==> src/rtl/rms_db_level_meter_defines.svh <==
// assertion macros for the rms level meter
// no dependencies; included by the top level only
`ifndef RMS_DB_LEVEL_METER_DEFINES_SVH
`define RMS_DB_LEVEL_METER_DEFINES_SVH

// implication in the same cycle
`define RDL_ASSERT_NOW(label, ante, cons) \
    label: assert property (@(posedge clk) disable iff (!rst_n) (ante) |-> (cons)) \
        else $error("rms level meter: check failed");

// implication in the next cycle
`define RDL_ASSERT_NEXT(label, ante, cons) \
    label: assert property (@(posedge clk) disable iff (!rst_n) (ante) |=> (cons)) \
        else $error("rms level meter: check failed");

`endif

==> src/rtl/rdl_pkg.sv <==
// shared types, constants and state encoding for the rms level meter
// no dependencies; used by every module of the block
package rdl_pkg;

    localparam int SAMPLE_W      = 16;
    localparam int LEVEL_W       = 7;
    localparam int FLEN_W        = 13;
    localparam int SQUARE_W      = 31;
    localparam int MANT_W        = 32;
    localparam int LOG_FRAC_W    = 16;
    localparam int MAX_FRAME_DEF = 4096;
    localparam int QUEUE_DEPTH   = 2;
    localparam int LEVEL_MAX     = 100;
    localparam int FULL_SCALE_L2 = 30;
    localparam int LEVEL_K_Q24   = 84174088;
    localparam int LEVEL_K_W     = 28;
    localparam int SCORE_SHIFT   = 40;

    typedef struct packed {
        logic signed [SAMPLE_W-1:0] sample;
        logic                       last;
    } item_t;

    typedef struct packed {
        logic [LEVEL_W-1:0] level;
        logic [FLEN_W-1:0]  frame_length;
    } result_t;

    typedef enum logic [2:0] {
        B_IDLE,
        B_NORM,
        B_ITER,
        B_DIFF,
        B_MUL,
        B_SCORE,
        B_OUT
    } back_state_t;

endpackage

==> src/rtl/rms_db_level_meter.sv <==
// rms loudness meter, top level: front end, frame queue, back end, result queue
// depends on rdl_pkg, rdl_front, rdl_fifo, rdl_back and the assertion macro header
//
// The front end takes one sample per clock while the frame queue has room, squares it in a
// registered multiplier and adds it to the frame energy, which starts at 1. A frame closes
// on a sample with last set, or when MAX_FRAME samples have come in. Each closed frame waits
// in a two-entry queue for the back end, which works out the score with one shared normaliser
// and one 32x32 squaring stage. Per frame it takes the frame from the queue, normalises the
// energy (in a 30+clog2(MAX_FRAME+1) bit register, one bit a cycle) and takes its log in 16
// squaring steps, does the same for the count, and then subtracts, scales, clamps and hands
// the result on, waiting while the result queue is full. Long frames therefore run at one
// sample a clock; frames shorter than the back end's time fill the queue and full rises until
// a frame has been scored. Results wait in a two-entry queue, so pop may stall freely.
`include "rms_db_level_meter_defines.svh"

module rms_db_level_meter #(
    parameter int MAX_FRAME = rdl_pkg::MAX_FRAME_DEF
) (
    input  logic             clk,
    input  logic             rst_n,
    input  logic             push,
    output logic             full,
    input  rdl_pkg::item_t   item,
    output logic             empty,
    input  logic             pop,
    output rdl_pkg::result_t result
);
    import rdl_pkg::*;

    localparam int CNT_W   = $clog2(MAX_FRAME + 1);
    localparam int FRAME_W = FULL_SCALE_L2 + 2 * CNT_W;
    localparam int RES_W   = $bits(result_t);

    logic               q_push, q_full, q_pop, q_empty;
    logic [FRAME_W-1:0] q_wdata, q_rdata;
    logic               r_push, r_full;
    result_t            r_wdata;
    logic [RES_W-1:0]   r_rdata;

    rdl_front #(
        .MAX_FRAME (MAX_FRAME)
    ) u_front (
        .clk    (clk),
        .rst_n  (rst_n),
        .push   (push),
        .full   (full),
        .item   (item),
        .q_push (q_push),
        .q_full (q_full),
        .q_data (q_wdata)
    );

    rdl_fifo #(
        .WIDTH (FRAME_W),
        .DEPTH (QUEUE_DEPTH)
    ) u_frame_q (
        .clk   (clk),
        .rst_n (rst_n),
        .wr    (q_push),
        .wdata (q_wdata),
        .full  (q_full),
        .rd    (q_pop),
        .rdata (q_rdata),
        .empty (q_empty)
    );

    rdl_back #(
        .MAX_FRAME (MAX_FRAME)
    ) u_back (
        .clk     (clk),
        .rst_n   (rst_n),
        .q_empty (q_empty),
        .q_pop   (q_pop),
        .q_data  (q_rdata),
        .r_full  (r_full),
        .r_push  (r_push),
        .r_data  (r_wdata)
    );

    rdl_fifo #(
        .WIDTH (RES_W),
        .DEPTH (QUEUE_DEPTH)
    ) u_result_q (
        .clk   (clk),
        .rst_n (rst_n),
        .wr    (r_push),
        .wdata (r_wdata),
        .full  (r_full),
        .rd    (pop),
        .rdata (r_rdata),
        .empty (empty)
    );

    assign result = result_t'(r_rdata);

    `RDL_ASSERT_NOW(a_frame_q_no_overrun, q_push, !q_full)
    `RDL_ASSERT_NOW(a_result_q_no_overrun, r_push, !r_full)
    `RDL_ASSERT_NOW(a_level_in_range, !empty, result.level <= LEVEL_W'(LEVEL_MAX))
    `RDL_ASSERT_NEXT(a_frame_q_pop_starts_work, q_pop, !q_pop)

endmodule

==> src/rtl/rdl_fifo.sv <==
// small register queue used between the front and back ends and on the result side
// depends on rdl_pkg for the default depth
module rdl_fifo #(
    parameter int WIDTH = 8,
    parameter int DEPTH = rdl_pkg::QUEUE_DEPTH
) (
    input  logic             clk,
    input  logic             rst_n,
    input  logic             wr,
    input  logic [WIDTH-1:0] wdata,
    output logic             full,
    input  logic             rd,
    output logic [WIDTH-1:0] rdata,
    output logic             empty
);
    import rdl_pkg::*;

    localparam int PTR_W = (DEPTH > 1) ? $clog2(DEPTH) : 1;
    localparam int CNT_W = $clog2(DEPTH + 1);

    logic [WIDTH-1:0] data_reg [DEPTH];
    logic [PTR_W-1:0] wr_ptr_reg, wr_ptr_next;
    logic [PTR_W-1:0] rd_ptr_reg, rd_ptr_next;
    logic [CNT_W-1:0] fill_reg, fill_next;
    logic             do_wr, do_rd;

    assign full  = (fill_reg == CNT_W'(DEPTH));
    assign empty = (fill_reg == '0);
    assign do_wr = wr && !full;
    assign do_rd = rd && !empty;
    assign rdata = data_reg[rd_ptr_reg];

    always_comb
    begin
        wr_ptr_next = wr_ptr_reg;
        rd_ptr_next = rd_ptr_reg;
        fill_next   = fill_reg;
        if (do_wr)
        begin
            wr_ptr_next = (wr_ptr_reg == PTR_W'(DEPTH - 1)) ? '0 : wr_ptr_reg + 1'b1;
        end
        if (do_rd)
        begin
            rd_ptr_next = (rd_ptr_reg == PTR_W'(DEPTH - 1)) ? '0 : rd_ptr_reg + 1'b1;
        end
        if (do_wr && !do_rd)
        begin
            fill_next = fill_reg + 1'b1;
        end
        else if (do_rd && !do_wr)
        begin
            fill_next = fill_reg - 1'b1;
        end
    end

    always_ff @(posedge clk or negedge rst_n)
    begin
        if (!rst_n)
        begin
            wr_ptr_reg <= '0;
            rd_ptr_reg <= '0;
            fill_reg   <= '0;
        end
        else
        begin
            wr_ptr_reg <= wr_ptr_next;
            rd_ptr_reg <= rd_ptr_next;
            fill_reg   <= fill_next;
        end
    end

    always_ff @(posedge clk)
    begin
        if (do_wr)
        begin
            data_reg[wr_ptr_reg] <= wdata;
        end
    end

endmodule

==> src/rtl/rdl_front.sv <==
// front end: takes samples, squares them and accumulates the frame energy
// depends on rdl_pkg; hands finished frames to the frame queue
module rdl_front #(
    parameter int MAX_FRAME = rdl_pkg::MAX_FRAME_DEF
) (
    input  logic                                                 clk,
    input  logic                                                 rst_n,
    input  logic                                                 push,
    output logic                                                 full,
    input  rdl_pkg::item_t                                       item,
    output logic                                                 q_push,
    input  logic                                                 q_full,
    output logic [rdl_pkg::FULL_SCALE_L2+2*$clog2(MAX_FRAME+1)-1:0] q_data
);
    import rdl_pkg::*;

    localparam int CNT_W = $clog2(MAX_FRAME + 1);
    localparam int SUM_W = FULL_SCALE_L2 + CNT_W;

    logic                    s1_valid_reg, s1_valid_next;
    logic                    s1_last_reg, s1_last_next;
    logic [SQUARE_W-1:0]     sq_reg, sq_next;
    logic [SUM_W-1:0]        sum_reg, sum_next;
    logic [CNT_W-1:0]        cnt_reg, cnt_next;
    logic signed [2*SAMPLE_W-1:0] square;
    logic [SUM_W-1:0]        sum_add;
    logic [CNT_W-1:0]        cnt_inc;
    logic                    frame_end;
    logic                    advance;
    logic                    accept;

    assign square    = item.sample * item.sample;
    assign sum_add   = sum_reg + SUM_W'(sq_reg);
    assign cnt_inc   = cnt_reg + 1'b1;
    assign frame_end = s1_last_reg || (cnt_inc >= CNT_W'(MAX_FRAME));
    assign advance   = s1_valid_reg && !(frame_end && q_full);
    assign full      = s1_valid_reg && !advance;
    assign accept    = push && !full;
    assign q_push    = advance && frame_end;
    assign q_data    = {sum_add, cnt_inc};

    always_comb
    begin
        s1_valid_next = s1_valid_reg;
        s1_last_next  = s1_last_reg;
        sq_next       = sq_reg;
        sum_next      = sum_reg;
        cnt_next      = cnt_reg;
        if (advance)
        begin
            s1_valid_next = 1'b0;
            sum_next      = frame_end ? SUM_W'(1) : sum_add;
            cnt_next      = frame_end ? '0 : cnt_inc;
        end
        if (accept)
        begin
            s1_valid_next = 1'b1;
            s1_last_next  = item.last;
            sq_next       = square[SQUARE_W-1:0];
        end
    end

    always_ff @(posedge clk or negedge rst_n)
    begin
        if (!rst_n)
        begin
            s1_valid_reg <= 1'b0;
            sum_reg      <= SUM_W'(1);
            cnt_reg      <= '0;
        end
        else
        begin
            s1_valid_reg <= s1_valid_next;
            sum_reg      <= sum_next;
            cnt_reg      <= cnt_next;
        end
    end

    always_ff @(posedge clk)
    begin
        s1_last_reg <= s1_last_next;
        sq_reg      <= sq_next;
    end

endmodule

==> src/rtl/rdl_back.sv <==
// back end: fixed-point log2 of frame energy and count, then the 0..100 score
// depends on rdl_pkg; reads the frame queue and writes the result queue
module rdl_back #(
    parameter int MAX_FRAME = rdl_pkg::MAX_FRAME_DEF
) (
    input  logic                                                 clk,
    input  logic                                                 rst_n,
    input  logic                                                 q_empty,
    output logic                                                 q_pop,
    input  logic [rdl_pkg::FULL_SCALE_L2+2*$clog2(MAX_FRAME+1)-1:0] q_data,
    input  logic                                                 r_full,
    output logic                                                 r_push,
    output rdl_pkg::result_t                                     r_data
);
    import rdl_pkg::*;

    localparam int CNT_W = $clog2(MAX_FRAME + 1);
    localparam int SUM_W = FULL_SCALE_L2 + CNT_W;
    localparam int EXP_W = $clog2(SUM_W);
    localparam int LOG_W = EXP_W + LOG_FRAC_W;
    localparam int D_W   = LOG_W + 2;
    localparam int P_W   = D_W + LEVEL_K_W;
    localparam int T_W   = ((P_W > SCORE_SHIFT + 7) ? P_W : SCORE_SHIFT + 7) + 2;
    localparam int V_W   = T_W - SCORE_SHIFT;
    localparam int FL_W  = (CNT_W > FLEN_W) ? CNT_W : FLEN_W;
    localparam int ITER_W = $clog2(LOG_FRAC_W);

    back_state_t             state_reg, state_next;
    logic [SUM_W-1:0]        norm_reg, norm_next;
    logic [EXP_W-1:0]        exp_reg, exp_next;
    logic [MANT_W-1:0]       m_reg, m_next;
    logic [LOG_FRAC_W-1:0]   frac_reg, frac_next;
    logic [ITER_W-1:0]       iter_reg, iter_next;
    logic                    phase_reg, phase_next;
    logic [CNT_W-1:0]        cnt_hold_reg, cnt_hold_next;
    logic [LOG_W-1:0]        log_sum_reg, log_sum_next;
    logic [LOG_W-1:0]        log_cnt_reg, log_cnt_next;
    logic signed [D_W-1:0]   diff_reg, diff_next;
    logic signed [P_W-1:0]   prod_reg, prod_next;
    result_t                 res_reg, res_next;

    logic [2*MANT_W-1:0]     sq;
    logic                    frac_bit;
    logic [LOG_FRAC_W-1:0]   frac_shift;
    logic                    iter_done;
    logic signed [T_W-1:0]   t_val;
    logic [V_W-1:0]          v_val;
    logic [FL_W-1:0]         flen_ext;
    logic [SUM_W-1:0]        q_sum;
    logic [CNT_W-1:0]        q_cnt;

    assign q_sum      = q_data[SUM_W+CNT_W-1:CNT_W];
    assign q_cnt      = q_data[CNT_W-1:0];
    assign sq         = m_reg * m_reg;
    assign frac_bit   = sq[2*MANT_W-1];
    assign frac_shift = {frac_reg[LOG_FRAC_W-2:0], frac_bit};
    assign iter_done  = (iter_reg == ITER_W'(LOG_FRAC_W - 1));
    assign t_val      = (T_W'(LEVEL_MAX) <<< SCORE_SHIFT) + T_W'(prod_reg);
    assign v_val      = t_val[T_W-1:SCORE_SHIFT];
    assign flen_ext   = FL_W'(cnt_hold_reg);
    assign r_data     = res_reg;

    // next state
    always_comb
    begin
        state_next = state_reg;
        unique case (state_reg)
            B_IDLE:
            begin
                if (!q_empty)
                begin
                    state_next = B_NORM;
                end
            end
            B_NORM:
            begin
                if (norm_reg[SUM_W-1])
                begin
                    state_next = B_ITER;
                end
            end
            B_ITER:
            begin
                if (iter_done)
                begin
                    state_next = phase_reg ? B_DIFF : B_NORM;
                end
            end
            B_DIFF:  state_next = B_MUL;
            B_MUL:   state_next = B_SCORE;
            B_SCORE: state_next = B_OUT;
            B_OUT:
            begin
                if (!r_full)
                begin
                    state_next = B_IDLE;
                end
            end
            default: state_next = B_IDLE;
        endcase
    end

    // queue handshakes
    always_comb
    begin
        q_pop  = 1'b0;
        r_push = 1'b0;
        unique case (state_reg)
            B_IDLE:  q_pop  = !q_empty;
            B_OUT:   r_push = !r_full;
            default:
            begin
                q_pop  = 1'b0;
                r_push = 1'b0;
            end
        endcase
    end

    // datapath
    always_comb
    begin
        norm_next     = norm_reg;
        exp_next      = exp_reg;
        m_next        = m_reg;
        frac_next     = frac_reg;
        iter_next     = iter_reg;
        phase_next    = phase_reg;
        cnt_hold_next = cnt_hold_reg;
        log_sum_next  = log_sum_reg;
        log_cnt_next  = log_cnt_reg;
        diff_next     = diff_reg;
        prod_next     = prod_reg;
        res_next      = res_reg;
        case (state_reg)
            B_IDLE:
            begin
                norm_next     = q_sum;
                cnt_hold_next = q_cnt;
                exp_next      = EXP_W'(SUM_W - 1);
                phase_next    = 1'b0;
            end
            B_NORM:
            begin
                if (norm_reg[SUM_W-1])
                begin
                    m_next    = norm_reg[SUM_W-1 -: MANT_W];
                    frac_next = '0;
                    iter_next = '0;
                end
                else
                begin
                    norm_next = {norm_reg[SUM_W-2:0], 1'b0};
                    exp_next  = exp_reg - 1'b1;
                end
            end
            B_ITER:
            begin
                m_next    = frac_bit ? sq[2*MANT_W-1:MANT_W] : sq[2*MANT_W-2:MANT_W-1];
                frac_next = frac_shift;
                iter_next = iter_reg + 1'b1;
                if (iter_done)
                begin
                    if (phase_reg)
                    begin
                        log_cnt_next = {exp_reg, frac_shift};
                    end
                    else
                    begin
                        log_sum_next = {exp_reg, frac_shift};
                        norm_next    = SUM_W'(cnt_hold_reg);
                        exp_next     = EXP_W'(SUM_W - 1);
                        phase_next   = 1'b1;
                    end
                end
            end
            B_DIFF:
            begin
                diff_next = $signed({2'b00, log_sum_reg}) - $signed({2'b00, log_cnt_reg})
                          - D_W'(FULL_SCALE_L2 << LOG_FRAC_W);
            end
            B_MUL:
            begin
                prod_next = diff_reg * $signed(LEVEL_K_W'(LEVEL_K_Q24));
            end
            B_SCORE:
            begin
                res_next.frame_length = flen_ext[FLEN_W-1:0];
                if (t_val[T_W-1])
                begin
                    res_next.level = '0;
                end
                else if (v_val > V_W'(LEVEL_MAX))
                begin
                    res_next.level = LEVEL_W'(LEVEL_MAX);
                end
                else
                begin
                    res_next.level = v_val[LEVEL_W-1:0];
                end
            end
            default:
            begin
                res_next = res_reg;
            end
        endcase
    end

    always_ff @(posedge clk or negedge rst_n)
    begin
        if (!rst_n)
        begin
            state_reg <= B_IDLE;
        end
        else
        begin
            state_reg <= state_next;
        end
    end

    always_ff @(posedge clk)
    begin
        norm_reg     <= norm_next;
        exp_reg      <= exp_next;
        m_reg        <= m_next;
        frac_reg     <= frac_next;
        iter_reg     <= iter_next;
        phase_reg    <= phase_next;
        cnt_hold_reg <= cnt_hold_next;
        log_sum_reg  <= log_sum_next;
        log_cnt_reg  <= log_cnt_next;
        diff_reg     <= diff_next;
        prod_reg     <= prod_next;
        res_reg      <= res_next;
    end

endmodule

==> config.mk <==
export PLATFORM = sky130hd
export DESIGN_NAME = rms_db_level_meter
export DESIGN_NICKNAME = d
export VERILOG_FILES = /design/src/rtl/rdl_pkg.sv /design/src/rtl/rms_db_level_meter.sv /design/src/rtl/rdl_fifo.sv /design/src/rtl/rdl_front.sv /design/src/rtl/rdl_back.sv
export VERILOG_INCLUDE_DIRS = /design/src /design/src/rtl
export SDC_FILE = /design/constraint.sdc
export NUM_CORES = 2
export LEC_CHECK = 0
export CAP_MARGIN = 20
export CORE_ASPECT_RATIO = 1.4
export CORE_MARGIN = 10
export CORE_UTILIZATION = 50
export CTS_BUF_LIST = sky130_fd_sc_hd__clkbuf_8
export DETAILED_ROUTE_END_ITERATION = 10
export DONT_BUFFER_PORTS = 1
export GPL_TIMING_DRIVEN = 0
export PLACE_DENSITY = 0.66
export SLEW_MARGIN = 5
export SYNTH_ARGS = -nofsm -noshare
export SYNTH_HDL_FRONTEND = slang
export SYNTH_SLANG_ARGS = --single-unit
==> constraint.sdc <==
create_clock -name clk -period 8.45 [get_ports clk]
set_input_delay 0 -clock clk [delete_from_list [all_inputs] [get_ports clk]]
set_output_delay 0 -clock clk [all_outputs]
set_load 0.005 [all_outputs]
==> results.txt <==
WP data required -> 8.93 ns
Die Width -> 323 µm
Place WS -> -1.83 ns
hpwl dp -> 144 mm
CP Buf/Inv Count -> 7
crit path max fanout -> 5
worst setup margin -> -0.128 ns
layout cell share with drive strength beyond 1 -> 0.107
Synthesized Nets -> 7966
Slew HR -> 0.305
crit path DAT -> 9.06 ns
Die H -> 444 µm
WL/cell -> 21.9 µm
H-tree levels -> 3
Tot GR Track Use -> 0.249
status -> complete, but fails checks
fill cell count -> 11.1k
Fin. Hold Viols -> 0
Syn Area/Cell -> 10.5 µm²
RSZ-0062 raised after global routing -> true
Cell Rows -> 155
EDFF count, synth -> 397
Warnings, synthesis -> 0
Vias -> 43.6k
cell family with most CP delay -> adder cells
clk slew on worst S/H paths -> 0.07 ns
HP Class -> in -> reg
CP dominant cell by count -> fa_1
Clk Tree Root Cell -> clkbuf_8
Multi-input gate area -> 45200 µm²
Mapped Cells -> 6118
# DRC -> 0
Post-synth ARST share -> 0.146
Clock Latency Late Sink -> 0.63 ns
I/O Buffers -> 0
failing checks -> negative setup slack
num ports -> 43
initial antenna violation count -> 8
Crit Path Class -> reg -> reg
Yosys top cell area share -> 0.355
core area -> 128000 µm²
CTS tree -> yes
Layout Nets -> 8196
Final Wtd Congestion -> 1.00
sequential fraction of the synthesis area -> 0.212
Synth area leaders -> fa_1 36%, edfxtp_1 19%, ha_1 13%
Post-synth top flop -> edfxtp_1
CTS Buf Count -> 70
CTS max path bufs -> 3
Final ANT Viol Nets -> 0
Die ar. -> 143000 µm²
first-pass GRT wire length -> 272 mm
Yosys top cell by area -> fa_1
total grt overflow -> 0
Max Cap Violations -> 0
slowest cell delay on critical path -> 0.63 ns
Largest register FFs -> 112
largest net degree at the start of global routing -> 68
most common cell in the netlist -> inv_1
commonest cells in the synthesized netlist -> 1542 x inv_1, 1140 x fa_1, 687 x ha_1
Final Cycle Share -> 1.02
Starting Density -> 0.504
CP max stage cell -> edfxtp_1
total length of routed wires -> 177 mm
Final Max Tran Viols -> 0
1st-iter DRT viols -> 2428
CP Launch Type -> flip-flop
drt pass-1 iters -> 7
clock sink count -> 465
Seq cells post-synth -> 465
vias in the first global route -> 48.3k
post-synthesis cell area -> 64300 µm²
crit end category -> flip-flop
Reg area -> 13600 µm²
vias per cell -> 5.41
min Tclk post-route -> 8.58 ns
Worst-Margin Slew -> 1.04 ns
max frequency -> 117 MHz
Worst Skew -> 0.0376 ns
Netlist cell types -> 84
Final Setup Violations -> 17
Layout Area Growth over Synthesis -> 11.1%
worst reg2reg max path, delay by kind of cell (launching register included):
kind,cells,cell delay (ns)
adder cells (fa/ha/maj),9,4.48
AO/OA/AOI/OAI,7,1.46
buffers and inverters,7,0.91
flip-flops,1,0.63
AND/OR/NAND/NOR,3,0.47
XOR/XNOR,1,0.35
multiplexers,1,0.15
placed cells by master (no fill, tap or decap), types with 20 or more instances in the layout:
| master | netlist | routed |
|---|---|---|
| inv_1 | 1542 | 1537 |
| fa_1 | 1140 | 1078 |
| ha_1 | 687 | 662 |
| nand2_1 | 466 | 442 |
| edfxtp_1 | 397 | 397 |
| and2_1 | 288 | 266 |
| a21oi_1 | 163 | 141 |
| nor2_1 | 154 | 138 |
| buf_4 | 1 | 130 |
| xnor2_1 | 131 | 124 |
| o21ai_0 | 122 | 111 |
| xor2_1 | 89 | 88 |
| clkbuf_8 | 0 | 86 |
| a21o_1 | 78 | 77 |
| dfrtp_1 | 67 | 67 |
| clkbuf_1 | 167 | 66 |
| fa_2 | 0 | 62 |
| mux2i_1 | 63 | 59 |
| nand3_1 | 51 | 51 |
| and3_1 | 46 | 42 |
| a22o_1 | 38 | 38 |
| mux2_2 | 35 | 35 |
| buf_6 | 2 | 34 |
| nor2b_1 | 27 | 27 |
| buf_12 | 0 | 26 |
| o21bai_1 | 26 | 25 |
| nand2b_1 | 25 | 25 |
| a31oi_1 | 27 | 24 |
| inv_2 | 2 | 23 |
| nand4_1 | 23 | 23 |
| o21ai_1 | 25 | 23 |
| nand2_2 | 0 | 21 |
| o21a_1 | 21 | 21 |
| and2_4 | 0 | 20 |
| a21oi_2 | 2 | 20 |
per-layer routing:
metal / GRT usage / wire length [µm] / vias to the layer above
met5: 0 / 10 / -
met4: 0.167 / 14600 / 2
met3: 0.0334 / 9550 / 580
met2: 0.450 / 91500 / 1394
met1: 0.269 / 60900 / 22100
li1: - / - / 19500
worst paths after layout:
| check | startpoint | to | slack [ns] | cells after the start |
|---|---|---|---|---|
| worst max-delay path | u_back.m_reg[14] | u_back.m_reg[26] | -0.13 | 28 |
| worst min-delay path | item[0] | u_front.s1_last_reg | 0.05 | 1 |
| worst max register to register | u_back.m_reg[14] | u_back.m_reg[26] | -0.13 | 28 |
| worst min register to register | u_back.r_data[10] | u_result_q.data_reg[0][10] | 0.45 | 0 |
| max in group asynchronous | rst_n | u_front.sum_reg[27] | 7.55 | 4 |
| min in group asynchronous | rst_n | u_front.sum_reg[0] | 0.52 | 3 |
cells by family (layout without fill, tap and decap cells):
family / count (synthesis) / after routing / share of synthesized area
buffers and inverters: 1733 / 2017 / 0.102
adders and majority gates: 1827 / 1827 / 0.489
and+or+nand+nor: 1144 / 1144 / 0.0868
muxes: 98 / 98 / 0.0159
other: 0 / 7 / 0
xor gates and xnor gates: 221 / 221 / 0.0304
DFF: 465 / 465 / 0.212
AOI/OAI and AO/OA: 630 / 630 / 0.0642
layout make-up:
| cell class | instances | share of cell area |
|---|---|---|
| Antenna cell | 7 | 0.000245 |
| Buffer | 176 | 0.0212 |
| Clock buffer | 75 | 0.0145 |
| Clock inverter | 51 | 0.00603 |
| Inverter | 1545 | 0.0816 |
| Multi-Input combinational cell | 3920 | 0.633 |
| Sequential cell | 465 | 0.191 |
| Tap cell | 1648 | 0.0289 |
| Timing Repair Buffer | 170 | 0.0239 |
metrics by stage:
stage               instances  TNS [ns]  utilization  hold slack [ns]  instance area (µm²)
floorplan                6118         0            -           -0.296                64300
global placement         7766   -113.90        0.520           -0.292                66300
detailed placement       7780    -58.20        0.521           -0.293                66500
CTS                      8010         0        0.549           0.0197                70100
global route             8051     -4.21        0.559           0.0385                71400
finish                   8057    -0.979        0.559           0.0522                71400
what timing repair did:
item                       4_1_cts  5_1_grt
gates cloned                     1        2
hold endpoints to repair        84        0
hold buffers                     9        0
buffers inserted               101       43
pin swaps                       47      165
resized for setup              327      317
setup endpoints to repair       35       35
Power is not shown: default switching activity piles up to over one toggle a cycle in this logic, so the estimate is an artifact.
